## config.mk

```make
export PLATFORM = sky130hd
export DESIGN_NAME = status_bit_announcement_queue_core
export DESIGN_NICKNAME = d
export VERILOG_FILES = /design/src/hdl/sbaq_pkg.sv /design/src/hdl/sbaq_ram.sv /design/src/hdl/sbaq_scan.sv /design/src/hdl/sbaq_queue.sv /design/src/hdl/status_bit_announcement_queue_core.sv
export SDC_FILE = /design/constraint.sdc
export NUM_CORES = 1
export LEC_CHECK = 0
export BUFFER_PORTS_ARGS = -buffer_cell sky130_fd_sc_hd__buf_4
export CAP_MARGIN = 25
export CORE_ASPECT_RATIO = 0.8
export CORE_MARGIN = 2
export CORE_UTILIZATION = 42
export CTS_CLUSTER_DIAMETER = 60
export CTS_CLUSTER_SIZE = 24
export DETAILED_ROUTE_END_ITERATION = 12
export PLACE_DENSITY = 0.68
export SYNTH_ARGS = -nofsm -noshare
export SYNTH_HDL_FRONTEND = slang
export SYNTH_SLANG_ARGS = --single-unit
export TNS_END_PERCENT = 30
```

## constraint.sdc

```tcl
create_clock -name i_clk -period 6.2 [get_ports i_clk]
set_input_delay 1.24 -clock i_clk [delete_from_list [all_inputs] [get_ports i_clk]]
set_output_delay 1.24 -clock i_clk [all_outputs]
set_load 0.02 [all_outputs]
```

## src/hdl/sbaq_pkg.sv

```systemverilog
// ----------------------------------------------------------------------------
// sbaq_pkg
// Shared types and codes for the status bit announcement queue.
// ----------------------------------------------------------------------------
`default_nettype none

package sbaq_pkg;

    localparam int WORD_W     = 32;
    localparam int POS_W      = 5;
    localparam int ENT_W      = 4;
    localparam int LVL_W      = 3;
    localparam int MS_W       = 16;
    localparam int AGE_W      = 17;
    localparam int CNT_IN_W   = 5;
    localparam int CFG_IDX_W  = 2;

    // request codes
    typedef enum logic [1:0] {
        REQ_BEGIN   = 2'd0,
        REQ_ENTITY  = 2'd1,
        REQ_GLOBAL  = 2'd2,
        REQ_DISMISS = 2'd3
    } t_req;

    // announcement kinds
    localparam logic [1:0] KIND_LEVEL  = 2'd0;
    localparam logic [1:0] KIND_ENTITY = 2'd1;
    localparam logic [1:0] KIND_GLOBAL = 2'd2;

    // sound cues
    localparam logic [1:0] CUE_NONE   = 2'd0;
    localparam logic [1:0] CUE_LEVEL  = 2'd1;
    localparam logic [1:0] CUE_STATUS = 2'd2;

    // configuration register indexes
    localparam logic [CFG_IDX_W-1:0] CFG_ENTITY_MASK = 2'd0;
    localparam logic [CFG_IDX_W-1:0] CFG_GLOBAL_MASK = 2'd1;
    localparam logic [CFG_IDX_W-1:0] CFG_HOLD_MS     = 2'd2;
    localparam logic [CFG_IDX_W-1:0] CFG_GAP_MS      = 2'd3;

    localparam logic [MS_W-1:0] HOLD_RESET = 16'd3000;
    localparam logic [MS_W-1:0] GAP_RESET  = 16'd1000;

    // one queued announcement
    typedef struct packed {
        logic [1:0]       kind;
        logic [ENT_W-1:0] entity;
        logic [POS_W-1:0] bit_pos;
    } t_entry;

    localparam int ENTRY_W = $bits(t_entry);

    // queue control from the sequencer
    typedef struct packed {
        logic   clear;
        logic   push;
        logic   pop;
        t_entry entry;
    } t_qctl;

    // bit scanner status
    typedef struct packed {
        logic             busy;
        logic             hit;
        logic [POS_W-1:0] pos;
    } t_scan;

    // sequencer states
    typedef enum logic [2:0] {
        S_IDLE,
        S_EXEC,
        S_ENT,
        S_SCAN,
        S_PREP,
        S_TIMER,
        S_DONE
    } t_state;

endpackage

`default_nettype wire

```

## src/hdl/sbaq_ram.sv

```systemverilog
// ----------------------------------------------------------------------------
// sbaq_ram
// Generic single-write, single-read RAM with registered read data.
// ----------------------------------------------------------------------------
`default_nettype none

module sbaq_ram #(
    parameter int WIDTH = 8,
    parameter int DEPTH = 16,
    localparam int AW = (DEPTH > 1) ? $clog2(DEPTH) : 1
) (
    input  wire logic             i_clk,
    input  wire logic             i_we,
    input  wire logic [AW-1:0]    i_waddr,
    input  wire logic [WIDTH-1:0] i_wdata,
    input  wire logic [AW-1:0]    i_raddr,
    output logic      [WIDTH-1:0] o_rdata
);

    logic [WIDTH-1:0] r_mem [DEPTH];
    logic [WIDTH-1:0] r_rdata;

    // write port and registered read port
    always_ff @(posedge i_clk) begin
        if (i_we) begin
            r_mem[i_waddr] <= i_wdata;
        end
        r_rdata <= r_mem[i_raddr];
    end

    assign o_rdata = r_rdata;

endmodule

`default_nettype wire

```

## src/hdl/sbaq_scan.sv

```systemverilog
// ----------------------------------------------------------------------------
// sbaq_scan
// Bit scanner: walks a fresh-bit word lowest bit first, one bit per cycle.
// ----------------------------------------------------------------------------
`default_nettype none

module sbaq_scan
    import sbaq_pkg::*;
(
    input  wire logic              i_clk,
    input  wire logic              i_rst_n,
    input  wire logic              i_load,
    input  wire logic [WORD_W-1:0] i_word,
    output t_scan                  o_scan
);

    logic              r_busy;
    logic [WORD_W-1:0] r_word;
    logic [POS_W-1:0]  r_pos;

    // busy flag: stop once no set bit remains above the current one
    always_ff @(posedge i_clk) begin
        if (!i_rst_n) begin
            r_busy <= 1'b0;
        end else if (i_load) begin
            r_busy <= |i_word;
        end else if (r_busy) begin
            r_busy <= |r_word[WORD_W-1:1];
        end
    end

    // shift the word down and advance the bit position
    always_ff @(posedge i_clk) begin
        if (i_load) begin
            r_word <= i_word;
            r_pos  <= '0;
        end else if (r_busy) begin
            r_word <= r_word >> 1;
            r_pos  <= r_pos + 1'b1;
        end
    end

    assign o_scan.busy = r_busy;
    assign o_scan.hit  = r_busy & r_word[0];
    assign o_scan.pos  = r_pos;

endmodule

`default_nettype wire

```

## src/hdl/sbaq_queue.sv

```systemverilog
// ----------------------------------------------------------------------------
// sbaq_queue
// Announcement FIFO: circular buffer in RAM, drops pushes when full.
// ----------------------------------------------------------------------------
`default_nettype none

module sbaq_queue
    import sbaq_pkg::*;
#(
    parameter int QUEUE_DEPTH = 16,
    localparam int QA_W = (QUEUE_DEPTH > 1) ? $clog2(QUEUE_DEPTH) : 1,
    localparam int FW   = $clog2(QUEUE_DEPTH + 1)
) (
    input  wire logic   i_clk,
    input  wire logic   i_rst_n,
    input  wire t_qctl  i_ctl,
    output t_entry      o_head,
    output logic [FW-1:0] o_fill
);

    logic [QA_W-1:0] r_head, n_head;
    logic [QA_W-1:0] r_tail, n_tail;
    logic [FW-1:0]   r_fill, n_fill;
    logic            push_ok;
    logic            pop_ok;
    logic [ENTRY_W-1:0] head_bits;

    // drop pushes into a full queue, ignore pops of an empty one
    assign push_ok = i_ctl.push && (r_fill != FW'(QUEUE_DEPTH));
    assign pop_ok  = i_ctl.pop && (r_fill != '0);

    function automatic logic [QA_W-1:0] wrap_inc(input logic [QA_W-1:0] p);
        logic [QA_W-1:0] res;
        if (p == QA_W'(QUEUE_DEPTH - 1)) begin
            res = '0;
        end else begin
            res = p + 1'b1;
        end
        return res;
    endfunction

    // pointer and fill update
    always_comb begin
        n_head = r_head;
        n_tail = r_tail;
        n_fill = r_fill;
        if (i_ctl.clear) begin
            n_tail = r_head;
            n_fill = '0;
        end else begin
            if (push_ok) begin
                n_tail = wrap_inc(r_tail);
            end
            if (pop_ok) begin
                n_head = wrap_inc(r_head);
            end
            if (push_ok && !pop_ok) begin
                n_fill = r_fill + 1'b1;
            end else if (pop_ok && !push_ok) begin
                n_fill = r_fill - 1'b1;
            end
        end
    end

    always_ff @(posedge i_clk) begin
        if (!i_rst_n) begin
            r_head <= '0;
            r_tail <= '0;
            r_fill <= '0;
        end else begin
            r_head <= n_head;
            r_tail <= n_tail;
            r_fill <= n_fill;
        end
    end

    // entry storage, read address follows the head
    sbaq_ram #(
        .WIDTH (ENTRY_W),
        .DEPTH (QUEUE_DEPTH)
    ) u_ram (
        .i_clk   (i_clk),
        .i_we    (push_ok && !i_ctl.clear),
        .i_waddr (r_tail),
        .i_wdata (i_ctl.entry),
        .i_raddr (r_head),
        .o_rdata (head_bits)
    );

    assign o_head = t_entry'(head_bits);
    assign o_fill = r_fill;

endmodule

`default_nettype wire

```

## src/hdl/status_bit_announcement_queue_core.sv

```systemverilog
// ----------------------------------------------------------------------------
// status_bit_announcement_queue_core
// Tracks entity levels and status bits per tick, queues one announcement per
// rising event and runs the hold and gap timers of the display.
// ----------------------------------------------------------------------------
//  channel   direction  handshake                payload
//  in        input      i_in_valid / o_in_stall  i_req_type .. i_blocked
//  out       output     o_out_valid / i_out_stall o_showing .. o_pending
//  cfg       input      i_cfg_valid / o_cfg_ready i_cfg_index, i_cfg_data
//
//  Begin and dismiss requests pass S_EXEC and S_DONE; entity records add S_ENT
//  and, if new, S_SCAN; global records add S_SCAN, S_PREP and S_TIMER unless
//  adopted. The bit scanner queues one fresh status bit per cycle up to the
//  highest set bit. Reset is synchronous and needs no clearing pass. A new
//  request is accepted while the output register still holds a finished result.
// ----------------------------------------------------------------------------
`default_nettype none

module status_bit_announcement_queue_core
    import sbaq_pkg::*;
#(
    parameter int ENTITY_MAX  = 16,
    parameter int QUEUE_DEPTH = 16,
    localparam int FW = $clog2(QUEUE_DEPTH + 1)
) (
    input  wire logic                 i_clk,
    input  wire logic                 i_rst_n,
    // request channel
    input  wire logic                 i_in_valid,
    output logic                      o_in_stall,
    input  wire logic [1:0]           i_req_type,
    input  wire logic [CNT_IN_W-1:0]  i_entity_count,
    input  wire logic [ENT_W-1:0]     i_entity_index,
    input  wire logic [LVL_W-1:0]     i_entity_level,
    input  wire logic [WORD_W-1:0]    i_status_word,
    input  wire logic [MS_W-1:0]      i_elapsed_ms,
    input  wire logic                 i_blocked,
    // result channel
    output logic                      o_out_valid,
    input  wire logic                 i_out_stall,
    output logic                      o_showing,
    output logic [1:0]                o_shown_kind,
    output logic [ENT_W-1:0]          o_shown_entity,
    output logic [POS_W-1:0]          o_shown_bit,
    output logic [1:0]                o_cue,
    output logic [FW-1:0]             o_pending,
    // configuration channel
    input  wire logic                 i_cfg_valid,
    output logic                      o_cfg_ready,
    input  wire logic [CFG_IDX_W-1:0] i_cfg_index,
    input  wire logic [WORD_W-1:0]    i_cfg_data
);

    localparam int KC_W = $clog2(ENTITY_MAX + 1);
    localparam int SA_W = (ENTITY_MAX > 1) ? $clog2(ENTITY_MAX) : 1;
    localparam int SEEN_W = LVL_W + WORD_W;

    // sequencer and latched request
    t_state r_state, n_state;
    t_req   r_req, n_req;
    logic [CNT_IN_W-1:0] r_cnt, n_cnt;
    logic [ENT_W-1:0]    r_idx, n_idx;
    logic [LVL_W-1:0]    r_lvl, n_lvl;
    logic [WORD_W-1:0]   r_word, n_word;
    logic [MS_W-1:0]     r_elapsed, n_elapsed;
    logic                r_blocked, n_blocked;

    // configuration
    logic [WORD_W-1:0] r_emask, r_gmask;
    logic [MS_W-1:0]   r_hold, r_gap;

    // tracking and display state
    logic [KC_W-1:0]   r_known, n_known;
    logic [KC_W-1:0]   r_arrival, n_arrival;
    logic              r_never, n_never;
    logic              r_adopt, n_adopt;
    t_entry            r_entry, n_entry;
    logic              r_flag, n_flag;
    logic [AGE_W-1:0]  r_age, n_age;
    logic [MS_W-1:0]   r_quiet, n_quiet;
    logic [WORD_W-1:0] r_seen_global, n_seen_global;
    logic [1:0]        r_cue, n_cue;

    // result register
    logic              r_out_valid, n_out_valid;
    logic              r_o_showing, n_o_showing;
    logic [1:0]        r_o_kind, n_o_kind;
    logic [ENT_W-1:0]  r_o_entity, n_o_entity;
    logic [POS_W-1:0]  r_o_bit, n_o_bit;
    logic [1:0]        r_o_cue, n_o_cue;
    logic [FW-1:0]     r_o_pending, n_o_pending;

    // datapath helpers
    logic                accept;
    logic [SA_W+ENT_W-1:0] idx_ext;
    logic [SA_W-1:0]     seen_addr;
    logic [SEEN_W-1:0]   seen_rdata;
    logic [LVL_W-1:0]    seen_lvl;
    logic [WORD_W-1:0]   seen_status;
    logic                seen_we;
    logic [KC_W-1:0]     cnt_sat;
    logic                idx_valid;
    logic                idx_new;
    logic [AGE_W-1:0]    age_sum;
    logic                scan_load;
    logic [WORD_W-1:0]   scan_word;
    t_scan               scan;
    t_qctl               qctl;
    t_entry              q_head;
    logic [FW-1:0]       q_fill;

    assign accept      = i_in_valid && (r_state == S_IDLE);
    assign o_in_stall  = (r_state != S_IDLE);
    assign o_cfg_ready = 1'b1;

    // entity RAM address from the latched index
    assign idx_ext   = {{SA_W{1'b0}}, r_idx};
    assign seen_addr = idx_ext[SA_W-1:0];
    assign seen_lvl    = seen_rdata[SEEN_W-1:WORD_W];
    assign seen_status = seen_rdata[WORD_W-1:0];

    // saturate the live count and classify the entity index
    assign cnt_sat   = (32'(r_cnt) > 32'(ENTITY_MAX)) ? KC_W'(ENTITY_MAX) : KC_W'(r_cnt);
    assign idx_valid = (32'(r_idx) < 32'(r_known)) && (32'(r_idx) < 32'(ENTITY_MAX));
    assign idx_new   = !r_adopt && (32'(r_idx) < 32'(r_arrival));
    assign age_sum   = r_age + AGE_W'(r_elapsed);

    // configuration writes
    always_ff @(posedge i_clk) begin
        if (!i_rst_n) begin
            r_emask <= '0;
            r_gmask <= '0;
            r_hold  <= HOLD_RESET;
            r_gap   <= GAP_RESET;
        end else if (i_cfg_valid && o_cfg_ready) begin
            case (i_cfg_index)
                CFG_ENTITY_MASK: r_emask <= i_cfg_data;
                CFG_GLOBAL_MASK: r_gmask <= i_cfg_data;
                CFG_HOLD_MS:     r_hold  <= i_cfg_data[MS_W-1:0];
                CFG_GAP_MS:      r_gap   <= i_cfg_data[MS_W-1:0];
                default: ;
            endcase
        end
    end

    // next state, datapath updates and unit controls
    always_comb begin
        n_state       = r_state;
        n_req         = r_req;
        n_cnt         = r_cnt;
        n_idx         = r_idx;
        n_lvl         = r_lvl;
        n_word        = r_word;
        n_elapsed     = r_elapsed;
        n_blocked     = r_blocked;
        n_known       = r_known;
        n_arrival     = r_arrival;
        n_never       = r_never;
        n_adopt       = r_adopt;
        n_entry       = r_entry;
        n_flag        = r_flag;
        n_age         = r_age;
        n_quiet       = r_quiet;
        n_seen_global = r_seen_global;
        n_cue         = r_cue;
        n_out_valid   = r_out_valid;
        n_o_showing   = r_o_showing;
        n_o_kind      = r_o_kind;
        n_o_entity    = r_o_entity;
        n_o_bit       = r_o_bit;
        n_o_cue       = r_o_cue;
        n_o_pending   = r_o_pending;
        seen_we       = 1'b0;
        scan_load     = 1'b0;
        scan_word     = '0;
        qctl          = '0;

        // release the result once taken
        if (r_out_valid && !i_out_stall) begin
            n_out_valid = 1'b0;
        end

        case (r_state)
            S_IDLE: begin
                if (accept) begin
                    n_req     = t_req'(i_req_type);
                    n_cnt     = i_entity_count;
                    n_idx     = i_entity_index;
                    n_lvl     = i_entity_level;
                    n_word    = i_status_word;
                    n_elapsed = i_elapsed_ms;
                    n_blocked = i_blocked;
                    n_state   = S_EXEC;
                end
            end

            S_EXEC: begin
                n_cue   = CUE_NONE;
                n_state = S_DONE;
                case (r_req)
                    REQ_BEGIN: begin
                        // resync on first tick or shrinking count
                        if (r_never || (cnt_sat < r_known)) begin
                            n_never   = 1'b0;
                            n_adopt   = 1'b1;
                            qctl.clear = 1'b1;
                            n_flag    = 1'b0;
                            n_age     = '0;
                            n_quiet   = '0;
                            n_arrival = '0;
                        end else if (r_known < r_arrival) begin
                            n_arrival = r_known;
                        end
                        n_known = cnt_sat;
                    end
                    REQ_ENTITY: begin
                        // seen RAM read is in flight
                        n_state = S_ENT;
                    end
                    REQ_GLOBAL: begin
                        if (r_adopt || r_never) begin
                            n_seen_global = r_word;
                            n_adopt       = 1'b0;
                        end else begin
                            scan_load     = 1'b1;
                            scan_word     = r_word & ~r_seen_global & ~r_gmask;
                            n_seen_global = r_word;
                            n_state       = S_SCAN;
                        end
                        n_arrival = r_known;
                    end
                    REQ_DISMISS: begin
                        if (r_flag) begin
                            n_flag  = 1'b0;
                            n_quiet = r_gap;
                        end
                    end
                    default: ;
                endcase
            end

            S_ENT: begin
                n_state = S_DONE;
                if (idx_valid) begin
                    seen_we = 1'b1;
                    if (idx_new) begin
                        // level rise goes ahead of the status bits
                        if (r_lvl > seen_lvl) begin
                            qctl.push         = 1'b1;
                            qctl.entry.kind   = KIND_LEVEL;
                            qctl.entry.entity = r_idx;
                        end
                        scan_load = 1'b1;
                        scan_word = r_word & ~seen_status & ~r_emask;
                        n_state   = S_SCAN;
                    end
                end
            end

            S_SCAN: begin
                if (scan.busy) begin
                    qctl.push          = scan.hit;
                    qctl.entry.bit_pos = scan.pos;
                    if (r_req == REQ_GLOBAL) begin
                        qctl.entry.kind = KIND_GLOBAL;
                    end else begin
                        qctl.entry.kind   = KIND_ENTITY;
                        qctl.entry.entity = r_idx;
                    end
                end else if (r_req == REQ_GLOBAL) begin
                    n_state = S_PREP;
                end else begin
                    n_state = S_DONE;
                end
            end

            S_PREP: begin
                // let the queue head read settle
                n_state = S_TIMER;
            end

            S_TIMER: begin
                n_state = S_DONE;
                if (r_flag) begin
                    n_age = age_sum;
                    if (age_sum >= AGE_W'(r_hold)) begin
                        n_flag  = 1'b0;
                        n_quiet = r_gap;
                    end
                end else if (r_quiet != '0) begin
                    n_quiet = (r_quiet > r_elapsed) ? (r_quiet - r_elapsed) : '0;
                end else if (!r_blocked && (q_fill != '0)) begin
                    qctl.pop = 1'b1;
                    n_entry  = q_head;
                    n_age    = '0;
                    n_flag   = 1'b1;
                    n_cue    = (q_head.kind == KIND_LEVEL) ? CUE_LEVEL : CUE_STATUS;
                end
            end

            S_DONE: begin
                // load the result register once it is free
                if (!r_out_valid || !i_out_stall) begin
                    n_out_valid = 1'b1;
                    n_o_showing = r_flag;
                    n_o_kind    = r_flag ? r_entry.kind : KIND_LEVEL;
                    n_o_entity  = r_flag ? r_entry.entity : '0;
                    n_o_bit     = r_flag ? r_entry.bit_pos : '0;
                    n_o_cue     = r_cue;
                    n_o_pending = q_fill;
                    n_state     = S_IDLE;
                end
            end

            default: n_state = S_IDLE;
        endcase
    end

    // state register and control state
    always_ff @(posedge i_clk) begin
        if (!i_rst_n) begin
            r_state     <= S_IDLE;
            r_known     <= '0;
            r_arrival   <= '0;
            r_never     <= 1'b1;
            r_adopt     <= 1'b0;
            r_entry     <= '0;
            r_flag      <= 1'b0;
            r_age       <= '0;
            r_quiet     <= '0;
            r_cue       <= CUE_NONE;
            r_out_valid <= 1'b0;
        end else begin
            r_state     <= n_state;
            r_known     <= n_known;
            r_arrival   <= n_arrival;
            r_never     <= n_never;
            r_adopt     <= n_adopt;
            r_entry     <= n_entry;
            r_flag      <= n_flag;
            r_age       <= n_age;
            r_quiet     <= n_quiet;
            r_cue       <= n_cue;
            r_out_valid <= n_out_valid;
        end
    end

    // payload registers
    always_ff @(posedge i_clk) begin
        r_req         <= n_req;
        r_cnt         <= n_cnt;
        r_idx         <= n_idx;
        r_lvl         <= n_lvl;
        r_word        <= n_word;
        r_elapsed     <= n_elapsed;
        r_blocked     <= n_blocked;
        r_seen_global <= n_seen_global;
        r_o_showing   <= n_o_showing;
        r_o_kind      <= n_o_kind;
        r_o_entity    <= n_o_entity;
        r_o_bit       <= n_o_bit;
        r_o_cue       <= n_o_cue;
        r_o_pending   <= n_o_pending;
    end

    // per-entity level and status memory
    sbaq_ram #(
        .WIDTH (SEEN_W),
        .DEPTH (ENTITY_MAX)
    ) u_seen (
        .i_clk   (i_clk),
        .i_we    (seen_we),
        .i_waddr (seen_addr),
        .i_wdata ({r_lvl, r_word}),
        .i_raddr (seen_addr),
        .o_rdata (seen_rdata)
    );

    // shared bit scanner
    sbaq_scan u_scan (
        .i_clk   (i_clk),
        .i_rst_n (i_rst_n),
        .i_load  (scan_load),
        .i_word  (scan_word),
        .o_scan  (scan)
    );

    // announcement queue
    sbaq_queue #(
        .QUEUE_DEPTH (QUEUE_DEPTH)
    ) u_queue (
        .i_clk   (i_clk),
        .i_rst_n (i_rst_n),
        .i_ctl   (qctl),
        .o_head  (q_head),
        .o_fill  (q_fill)
    );

    assign o_out_valid    = r_out_valid;
    assign o_showing      = r_o_showing;
    assign o_shown_kind   = r_o_kind;
    assign o_shown_entity = r_o_entity;
    assign o_shown_bit    = r_o_bit;
    assign o_cue          = r_o_cue;
    assign o_pending      = r_o_pending;

endmodule

`default_nettype wire
```

# --- Word-level counts from Yosys, hierarchy flattened ---
# Memory sizes are Yosys's and may differ from the RTL's. A register that Yosys moved wholly into a read port is not among the register bits.
# Index checks and enable logic that the tools add are counted.
totals:
  register_bits: 324
  output_inout_bits: 22
  ram_bits: 736
  in_bits: 102
  mem_count: 2
  elab_cells: 241
memory_table:
  columns: ["memory", "depth", "word_bits", "read_ports", "rd_clocked_by_memory_dff", "wr", "line", "rtl"]
  rows:
  - ["u_seen.r_mem", 16, 35, 1, 1, 1, "sbaq_ram.sv:20", "logic [WIDTH-1:0] r_mem [DEPTH];"]
  - ["u_queue.u_ram.r_mem", 16, 11, 1, 1, 1, "sbaq_ram.sv:20", null]
op_classes:
  n_mux: 89
  magnitude_cmp: 8
  n_bitwise: 13
  add_sub_neg: 7
  reduce_logical: 52
  n_eq_ne: 33
ops:
  columns: ["op", "n"]
  rows:
  - ["32-bit 2-to-1 mux", 6]
  - ["32-bit AND", 4]
  - ["32-bit inverter", 4]
  - ["16-bit 2-to-1 mux", 6]
  - ["17-bit 2-to-1 mux", 5]
  - ["16-bit one-hot mux with 2 select lines", 2]
  - ["32-bit one-hot mux with 2 select lines", 1]
  - ["17-bit one-hot mux with 2 select lines", 1]
  - ["4-bit 2-to-1 mux", 8]
  - ["32-bit OR reduction", 1]
  - ["1-bit 2-to-1 mux", 31]
  - ["31-bit OR reduction", 1]
  - ["5-bit 2-to-1 mux", 6]
  - ["3-bit inequality test (second input constant)", 7]
  - ["3-bit one-hot mux with 7 select lines", 1]
  - ["3-bit 2-to-1 mux", 6]
  - ["2-bit inequality test (second input constant)", 9]
  - ["2-bit AND reduction", 9]
  - ["17-bit by 16-bit adder with 17-bit output", 1]
  - ["17-bit by 16-bit greater-or-equal comparator with 1-bit output", 1]
  - ["16-bit greater-than comparator", 1]
  - ["16-bit nonzero test", 1]
  - ["16-bit subtractor", 1]
  - ["2-bit 2-to-1 mux", 6]
  - ["37 further kinds", 83]

# --- Logic depth before layout (Yosys ltp) ---
# Gate-level depths: netlist (run 1).
logic_depth:
  word_depth: 11
  mapped_depth: 21
  depth_no_buf: 19

# --- Hierarchy ---
# A second synthesis (run 1) with hierarchy kept.
unflattened:
  hier_cells: 2770
  hier_area_um2: 44617.8
modules_own_cells:
  columns: ["module", "seq_area_each_um2", "area_per_inst_um2", "n_inst", "cells_each"]
  rows:
  - ["sbaq_ram at u_seen", 17516.8, 22053.7, 1, 914]
  - ["status_bit_announcement_queue_core", 6606.3, 13035.0, 1, 1345]
  - ["sbaq_ram at u_queue.u_ram", 5505.3, 6998.0, 1, 305]
  - ["sbaq_scan", 1081.0, 1744.2, 1, 116]
  - ["sbaq_queue", 260.2, 787.0, 1, 90]

# --- Worst setup path before layout (run 1) ---
# OpenSTA, ideal clock, no wires.
synth_timing:
  path_kind: "reg-to-reg"
  startpoint: "register r_idx[3]"
  endpoint: "memory u_seen.r_mem[0][0] (netlist bit) (enable)"
  period_less_slack_ns: 5.778
  setup_slack_ns: 0.422
  n_path_buf: 0
  arrival_time_ns: 5.250
  path_stages_with_launch: 7
  required_time_ns: 5.673
  setup_ns: 0.527
  path_cell_list: "edfxtp_1 ha_1 or4b_1 o32a_1 o21a_1 nor2_1 nor4b_1"
synth_between:
  elab_chain_cells: 5
synth_lines:
  columns: ["item", "line", "rtl"]
  rows:
  - ["start: declaration", "status_bit_announcement_queue_core.sv:62", "logic [ENT_W-1:0] r_idx, n_idx;"]
  - ["start signal: assignment", "status_bit_announcement_queue_core.sv:352", "r_idx <= n_idx;"]
  - ["4-bit by 5-bit < comparator with 1-bit output", "status_bit_announcement_queue_core.sv:124", "assign idx_valid = (32'(r_idx) < 32'(r_known)) && (32'(r_idx) < 32'(ENTITY_MAX));"]
  - ["1-bit 2-to-1 mux", "status_bit_announcement_queue_core.sv:244", "if (idx_valid) begin"]
  - ["1-bit 2-to-1 mux", "status_bit_announcement_queue_core.sv:183", "case (r_state)"]
  - ["1-bit 2-to-1 mux", "sbaq_ram.sv:25", "if (i_we) begin"]
  - ["1-bit 2-to-1 mux (implied by the code)", "sbaq_ram.sv:26", "r_mem[i_waddr] <= i_wdata;"]
  - ["end: declaration", "sbaq_ram.sv:20", null]
# Parallel ways exist; a longest one is shown, timed or not.

# --- Worst setup path in the final report (run 1) ---
layout_timing:
  startpoint: "register r_elapsed[0]"
  endpoint: "register r_quiet[9]"
layout_between:
  elab_chain_cells: 5
  elab_cells_between_ends: 10
  classes_between: "add/sub (2); order compare (2); eq/ne (1); mux (4); reduce/logical (1)"
layout_lines:
  columns: ["item", "line", "rtl"]
  rows:
  - ["start: declaration", "status_bit_announcement_queue_core.sv:65", "logic [MS_W-1:0] r_elapsed, n_elapsed;"]
  - ["start signal: assignment", "status_bit_announcement_queue_core.sv:355", "r_elapsed <= n_elapsed;"]
  - ["parallel branches: the longest is 5 deep, another holds 17-bit by 16-bit adder with 17-bit output", null, null]
  - ["end signal: assignment", "status_bit_announcement_queue_core.sv:342", "r_quiet <= n_quiet;"]
  - ["end: declaration", "status_bit_announcement_queue_core.sv:80", "logic [MS_W-1:0] r_quiet, n_quiet;"]
# Parallel ways; which one is timed is not known. The select of a mux whose other input is x is not followed.
# A chain may end at the register's enable or synchronous reset.

==> reports/metrics.csv, run 1 <==
stage;metric;value;unit
clock_tree;root_buffer;clkbuf_16;
sta;finalWorstSetupSlack;1.43;ns
clock_tree;htree_levels;3;
place;place_ws;1.52;ns
floorplan;die_w;365;um
detailed_routing;drc_errors;0;
final_layout;finalInstanceArea;0.0490;mm2
pwr;total_power;15.7;mW
floorplan;dieArea;0.107;mm2
logic_synthesis;synthesis.area;0.0438;mm2
logic_synthesis;synth_cells;2689;
logic_synthesis;yosysWarnings;0;
detailed_routing;drt_pass1_iterations;7;
global_route;grt_pass1_wl;153000;um
detailed_routing;drt_iter0_drc;2966;
sta;worst_slew_pin_slew;1.09;ns
setup_path;worst_setup_path_end_kind;register;
pwr;ir_worst_vdd;0.235;mV
logic_synthesis;yosysMostFrequentCell;edfxtp_1;
setup_path;start_kind;register;
sta;timing.setup.tns;0;ns
logic_synthesis;syn-num-nets;2869;
pwr;p_per_area;320;mW/mm2
hold_path;hold_class;register to register;
sta;rsz0062_at_grt;no;
detailed_routing;routed_wl;104000;um
floorplan;core.rowCount;105;
floorplan;dieHeight;293;um
logic_synthesis;synth_flop_cell;edfxtp_1;
sta;setup_viol;0;
place;gp_congestion;0.836;
logic_synthesis;synth_cell_types;78;
logic_synthesis;seq_area_frac_synth;0.707;
logic_synthesis;synth_common_cells;edfxtp_1, nand2_1, mux4_2;
place;portBuffers;122;
floorplan;core;0.103;mm2
final_layout;fill_cells;8772;
sta;relSlewSlack;0.275;
floorplan;start_util;0.425;
clock_tree;post_cts.repair.setup_buffers;0;
global_route;gr-usage-all-layers;0.193;
detailed_routing;vias;24300;
logic_synthesis;yosysTopAreaCell;edfxtp_1;
pwr;p_leak;16.3;nW
setup_path;cpMaxStageDelayCell;o21ai_1;
clock_tree;cts-resized-gates;0;
clock_tree;clock-sinks;1106;
sta;maxSlewViolCount;0;
job;drv_cap;0;
global_route;grt_pass1_vias;23100;
clock_tree;clock_latency;0.68;ns
final_layout;syn2layout_area_growth;12.0;%
clock_tree;cts.clk_slew.worst_paths;0.09;ns
sta;fmax;209;MHz
final_layout;drive_gt1_frac;0.208;
logic_synthesis;async_flop_share;0;
detailed_routing;viasPerCell;5.68;
clock_tree;tritoncts;done;
final_layout;fin_util;0.476;
final_layout;layout.nets;3004;
sta;hold_viol;0;
sta;finalCritPeriodShare;0.770;
logic_synthesis;avgSynthCellArea;16.3;um2
sta;fin_skew;0.0377;ns
logic_synthesis;synth_edf_count;882;
hold_path;hold_path.startpoint;u_queue.u_ram.o_rdata[5];
clock_tree;cts_inserted_buffers;67;
clock_tree;clockBufferDepth;3;
setup_path;worstPathMaxFanout;16;
logic_synthesis;synth_top_area_frac;0.605;
sta;final.min_clock_period;4.77;ns
clock_tree;hold_buffers;0;
global_route;grt_max_degree;148;
place;placed_cell_area;0.0467;mm2
logic_synthesis;ys_ff_latch;1106;
global_route;grt_antenna_before_repair;4;
global_route;grt-ovfl-total;0;
status;outcome;completed;
setup_path;slowest_delay;0.57;ns
setup_path;cpLargestDelayFamily;compound AO/OA/AOI/OAI gates;
setup_path;critPathBufInv;1;
setup_path;critPathRequiredTime;6.79;ns
logic_synthesis;ys_top_cells_by_area;edfxtp_1, mux4_2, dfxtp_1;
setup_path;crit_arrival;5.36;ns
detailed_routing;post_drt_wl_per_cell;24.3;um
setup_path;cp_cell_sequence;ha_1 > inv_1 > fa_1 > nor2b_1 > o31ai_1 > a2111o_1 > o211ai_2 > a21o_1 > a21oi_1 > xnor2_1 > ha_1 > a211oi_1 > o21ai_0 > nor3_1 > a211oi_1 > nor4_1 > o21ai_1 > and3_4 > mux2i_1;
setup_path;crit_start;r_elapsed[0];
detailed_routing;final_antenna_net_count;0;
setup_path;ff2ff_setup_slack;1.43;ns
place;hpwl;63900;um
setup_path;critical_path_class;register to register;
floorplan;ioPinCount;124;
setup_path;reg2reg_from;r_elapsed[0];
routing by layer:
| metal | wire length (um) | part of all wire | vias up | global-route usage |
|---|---|---|---|---|
| met5 | 13 | 0.00013 | - | 0 |
| met4 | 1640 | 0.016 | 2 | 0.0386 |
| met3 | 9960 | 0.096 | 116 | 0.0434 |
| met2 | 44700 | 0.43 | 1056 | 0.277 |
| met1 | 47300 | 0.46 | 12400 | 0.300 |
| li1 | - | - | 10700 | - |
stage by stage:
step	hold WS [ns]	instances
after detailed placement	0.432	4134
final	0.436	4269
after CTS	0.437	4256
after global routing	0.457	4268
after floorplan	0.408	2689
after global placement	0.426	4124
flip-flops by register name, summed over array words and instances, names as in the netlist, 11 cells and up:
register	flops
r_hold	16
u_queue.u_ram.r_mem	176
r_entry	11
r_elapsed	16
r_seen_global	32
u_queue.u_ram.o_rdata	11
u_seen.r_mem	560
r_gmask	32
u_seen.o_rdata	35
r_word	32
u_scan.r_word	32
r_emask	32
r_quiet	16
r_age	17
r_gap	16
final timing paths:
path | to | cells past startpoint
worst max-delay path | r_quiet[9] | 19
worst min-delay path | r_entry[5] | 2
worst max register to register | r_quiet[9] | 19
worst min register to register | r_entry[5] | 2
area by class of cell:
class | count | area (um2) | area share
Sequential cell | 1106 | 31000 | 0.631
Clock inverter | 29 | 353 | 0.00719
Tap cell | 1391 | 1740 | 0.0355
Inverter | 72 | 273 | 0.00556
Clock buffer | 93 | 1840 | 0.0375
Timing Repair Buffer | 197 | 1670 | 0.0341
Multi-Input combinational cell | 1380 | 12200 | 0.249
Antenna cell | 1 | 2.50 | 0.0000510
cell families (layout without fill, tap and decap cells):
group / Yosys count / in the layout / share of synthesized area
XOR/XNOR: 32 / 32 / 0.00640
multiplexers: 241 / 241 / 0.121
AND/OR/NAND/NOR: 656 / 656 / 0.0689
AO/OA/AOI/OAI: 372 / 372 / 0.0556
adder cells (fa/ha/maj): 78 / 78 / 0.0228
other: 1 / 2 / 0.0000856
buffers and inverters: 203 / 391 / 0.0185
flip-flops: 1106 / 1106 / 0.707
layout by cell type, fill, tap and decap left out, types with 9 or more instances in the layout:
master / netlist / layout
edfxtp_1: 882 / 882
nand2_1: 326 / 326
mux4_2: 230 / 230
dfxtp_1: 224 / 222
buf_4: 3 / 180
a21oi_1: 155 / 152
nor2_1: 112 / 100
ha_1: 75 / 75
inv_1: 71 / 71
clkbuf_16: 0 / 70
o21ai_0: 37 / 37
nand3_1: 31 / 31
nor3_1: 36 / 31
a22oi_1: 27 / 27
a31oi_1: 26 / 26
clkbuf_1: 103 / 22
and2_1: 21 / 21
xnor2_1: 20 / 20
nor4_1: 20 / 17
nor2b_1: 16 / 16
nand2b_1: 16 / 16
a21o_1: 12 / 12
xor2_1: 12 / 12
or3b_2: 11 / 11
or3_1: 11 / 11
o211ai_1: 11 / 11
nand4_1: 11 / 11
nor2_4: 0 / 11
mux2i_1: 11 / 11
o31ai_1: 10 / 10
a211oi_2: 10 / 10
o221ai_1: 9 / 9
where the power goes:
part / internal [mW] / switching, mW / total (mW)
Sequential: 8.50 / 0.344 / 8.85
Clock: 2.21 / 2.61 / 4.82
Combinational: 0.850 / 1.17 / 2.02
worst register-to-register path, cell delays in order (launching register included):
cell,delay [ns]
edfxtp_1,0.42
ha_1,0.24
inv_1,0.07
fa_1,0.20
nor2b_1,0.07
o31ai_1,0.46
a2111o_1,0.25
o211ai_2,0.16
a21o_1,0.22
a21oi_1,0.16
xnor2_1,0.10
ha_1,0.31
a211oi_1,0.07
o21ai_0,0.10
nor3_1,0.08
a211oi_1,0.37
nor4_1,0.08
o21ai_1,0.57
and3_4,0.53
mux2i_1,0.22
(Power assumes the default switching activity.)
==> inputs of run 2 (changes only) <==
--- a/config.mk
+++ b/config.mk
@@ -13,7 +13,7 @@
 export CTS_CLUSTER_DIAMETER = 60
 export CTS_CLUSTER_SIZE = 24
 export DETAILED_ROUTE_END_ITERATION = 12
-export PLACE_DENSITY = 0.68
+export PLACE_DENSITY = 0.65
 export SYNTH_ARGS = -nofsm -noshare
 export SYNTH_HDL_FRONTEND = slang
 export SYNTH_SLANG_ARGS = --single-unit
==> constraint.sdc (replaced) <==
create_clock -name i_clk -period 4.55 [get_ports i_clk]
set_input_delay 0.91 -clock i_clk [delete_from_list [all_inputs] [get_ports i_clk]]
set_output_delay 0.91 -clock i_clk [all_outputs]
set_load 0.02 [all_outputs]
==> run 2 against run 1 <==
Setup slack worse by 1.3 ns; utilization increased by 0.32 points; largest power group unchanged; global-route usage is 0.77 points higher; die area did not move; routed wire length increased by 3.7%; via count grew 0.83%; critical path depth is 1 higher; final cell count up 0.61%; maximum frequency rose by 7.0%; sequential power increased by 36%.
==> reports/metrics.csv, run 2 (same netlist as run 1, synthesis figures left out) <==
stage;metric;value;unit;change
status;outcome;completed;;
place;gp_congestion;0.889;;+6.4%
pwr;comb_power_share;0.131;;+0.002
floorplan;ioPinCount;124;;unchanged
final_layout;fill_cells;8610;;-1.8%
clock_tree;cts_inserted_buffers;68;;+1.5%
setup_path;critPathBufInv;3;;+2
final_layout;multi_input_area;0.0122;mm2;+0.30%
sta;relSlewSlack;0.277;;+0.00257
floorplan;dieHeight;293;um;unchanged
detailed_routing;met1_length;47900;um;+1.3%
sta;fmax;224;MHz;+7.0%
place;portBuffers;122;;unchanged
final_layout;drive_gt1_frac;0.219;;+0.0108
clock_tree;tritoncts;done;;
final_layout;diodes;0;;-1
setup_path;cp-endpoint;r_quiet[3];;
global_route;grt_pass1_wl;159000;um;+4.0%
detailed_routing;drt_iter0_drc;2788;;-6.0%
global_route;grt_antenna_before_repair;1;;-3
sta;fin_skew;0.0389;ns;+0.00119 ns
clock_tree;cts.clk_slew.worst_paths;0.10;ns;about the same
place;hpwl;66500;um;+4.0%
floorplan;die_w;365;um;unchanged
detailed_routing;final_antenna_net_count;0;;unchanged
detailed_routing;drt_pass1_iterations;6;;-1
pwr;clockPowerShare;0.313;;+0.006
detailed_routing;vias;24500;;+0.83%
clock_tree;htree_levels;3;;unchanged
setup_path;crit_start;r_elapsed[0];;
floorplan;core.rowCount;105;;unchanged
job;drv_cap;0;;unchanged
setup_path;start_kind;register;;
setup_path;crit_arrival;5.00;ns;-0.36 ns
final_layout;largest_reg_flops;560;;unchanged
detailed_routing;post_drt_wl_per_cell;25.0;um;+3.0%
sta;maxSlewViolCount;0;;unchanged
pwr;p_seq_frac;0.557;;-0.007
detailed_routing;met3WireLength;9020;um;-9.5%
setup_path;critical_path_class;register to register;;
sta;finalCritPeriodShare;0.980;;+0.211
pwr;ir_worst_vdd;0.306;mV;+30%
final_layout;fin_cells;4295;;+0.61%
clock_tree;clock-sinks;1106;;unchanged
sta;worst_slew_pin_slew;1.08;ns;-0.00161 ns
pwr;p_int;15.9;mW;+38%
pwr;switching_power;5.73;mW;+39%
setup_path;worst_setup_path_end_kind;register;;
final_layout;syn2layout_area_growth;12.7;%;
detailed_routing;drc_errors;0;;unchanged
setup_path;reg2reg_depth;20;;+1
floorplan;start_util;0.425;;unchanged
sta;final.min_clock_period;4.46;ns;-0.312 ns
setup_path;cp_cell_sequence;ha_1 > inv_1 > fa_1 > nor2b_2 > o31ai_1 > buf_4 > a2111o_1 > o211ai_2 > a21o_1 > a21oi_1 > xnor2_1 > ha_1 > a211oi_2 > o21ai_1 > nor3_1 > a211oi_2 > or4_4 > buf_4 > a31oi_1 > a211oi_2;;
sta;hold_viol;0;;unchanged
pwr;p_per_area;438;mW/mm2;+37%
detailed_routing;viasPerCell;5.69;;+0.22%
global_route;grt-ovfl-total;0;;unchanged
hold_path;hold_depth;1;;-1
clock_tree;root_buffer;clkbuf_16;;
pwr;netSwitchingFraction;0.265;;+0.00188
pwr;p_leak;16.4;nW;+0.85%
setup_path;slowest_delay;0.50;ns;-0.07 ns
setup_path;ff2ff_setup_slack;0.09;ns;-1.34 ns
detailed_routing;dr_wl_met2;48400;um;+8.2%
setup_path;path_depth;20;;+1
final_layout;final_common_cell;edfxtp_1;;
setup_path;r2r-end;r_quiet[3];;
setup_path;reg2reg_from;r_elapsed[0];;
floorplan;core;0.103;mm2;unchanged
final_layout;largest-register;u_seen.r_mem;;
floorplan;dieArea;0.107;mm2;unchanged
clock_tree;clock_latency;0.69;ns;about the same
final_layout;layout.nets;3029;;+0.83%
final_layout;layout.area.seq;0.0310;mm2;unchanged
place;dpl.cell_count;4160;;+0.63%
global_route;grt_pass1_vias;24300;;+5.2%
setup_path;critPathRequiredTime;5.09;ns;-1.70 ns
detailed_routing;routed_wl;107000;um;+3.7%
setup_path;cp_common_cell;a211oi_2;;
final_layout;final_cell_mix;edfxtp_1, nand2_1, mux4_2;;
hold_path;hold_class;input pin to register;;
detailed_routing;top_layer_used;met4;;
setup_path;worstPathMaxFanout;8;;-8
sta;setup_viol;0;;unchanged
sta;holdWs;0.395;ns;-0.0407 ns
setup_path;cpLargestDelayFamily;compound AO/OA/AOI/OAI gates;;
global_route;gr-usage-all-layers;0.201;;+0.00775
clock_tree;clockBufferDepth;3;;unchanged
setup_path;cpMaxStageDelayCell;or4_4;;
global_route;grt_max_degree;147;;-0.68%
==> run 2: layout make-up <==
class | instances | share of cell area
inverter | 72 | 0.00552
tap | 1391 | 0.0352
clock inverter | 35 | 0.00935
sequential | 1106 | 0.627
clock buffer | 90 | 0.0374
multi-input combinational | 1381 | 0.248
timing repair buffer | 220 | 0.0375
==> run 2: per-layer routing <==
layer  global-route usage  vias to the layer above
met3               0.0483                      141
met5                    0                        -
li1                     -                    10700
met4               0.0449                        0
met2                0.302                      983
met1                0.296                    12600
==> run 2: how the worst min path moves through the flow <==
stage / end / startpoint
after floorplan: o_cue[0] / r_cue[0]
after global placement: r_entry[2] / u_queue.u_ram.o_rdata[2]
after detailed placement: r_entry[1] / u_queue.u_ram.o_rdata[1]
after CTS: r_word[6] / i_status_word[6]
after global routing: r_word[24] / i_status_word[24]
final: r_word[6] / i_status_word[6]
==> run 2: through the flow <==
step | instance area (um2) | utilization | setup WS (ns) | power [mW] | TNS, ns
after detailed placement | 46900 | 0.455 | -0.0266 | 15.1 | -0.0385
after global routing | 49400 | 0.479 | -0.0278 | 22.4 | -0.0703
after floorplan | 43800 | - | -0.822 | 14.0 | -87.02
after CTS | 49200 | 0.478 | 0.0127 | 21.7 | 0
after global placement | 46900 | 0.455 | 0.0432 | 14.9 | 0
final | 49400 | 0.479 | 0.0888 | 21.6 | 0
==> run 2: repair_timing <==
action,4_1_cts,5_1_grt
setup buffers,0,5
hold buffers,0,0
endpoints found under the setup margin,9,17
cloned,1,0
pin swaps,1,3
gates resized for setup,0,10
==> run 2: power by group through the flow <==
stage | combinational, mW | clock [mW] | sequential [mW]
after global routing | 3.05 | 7.26 | 12.1
final | 2.82 | 6.76 | 12.0
after CTS | 2.81 | 6.90 | 12.0
after global placement | 2.73 | 0 | 12.2
after floorplan | 1.87 | 0 | 12.1
after detailed placement | 2.79 | 0 | 12.3
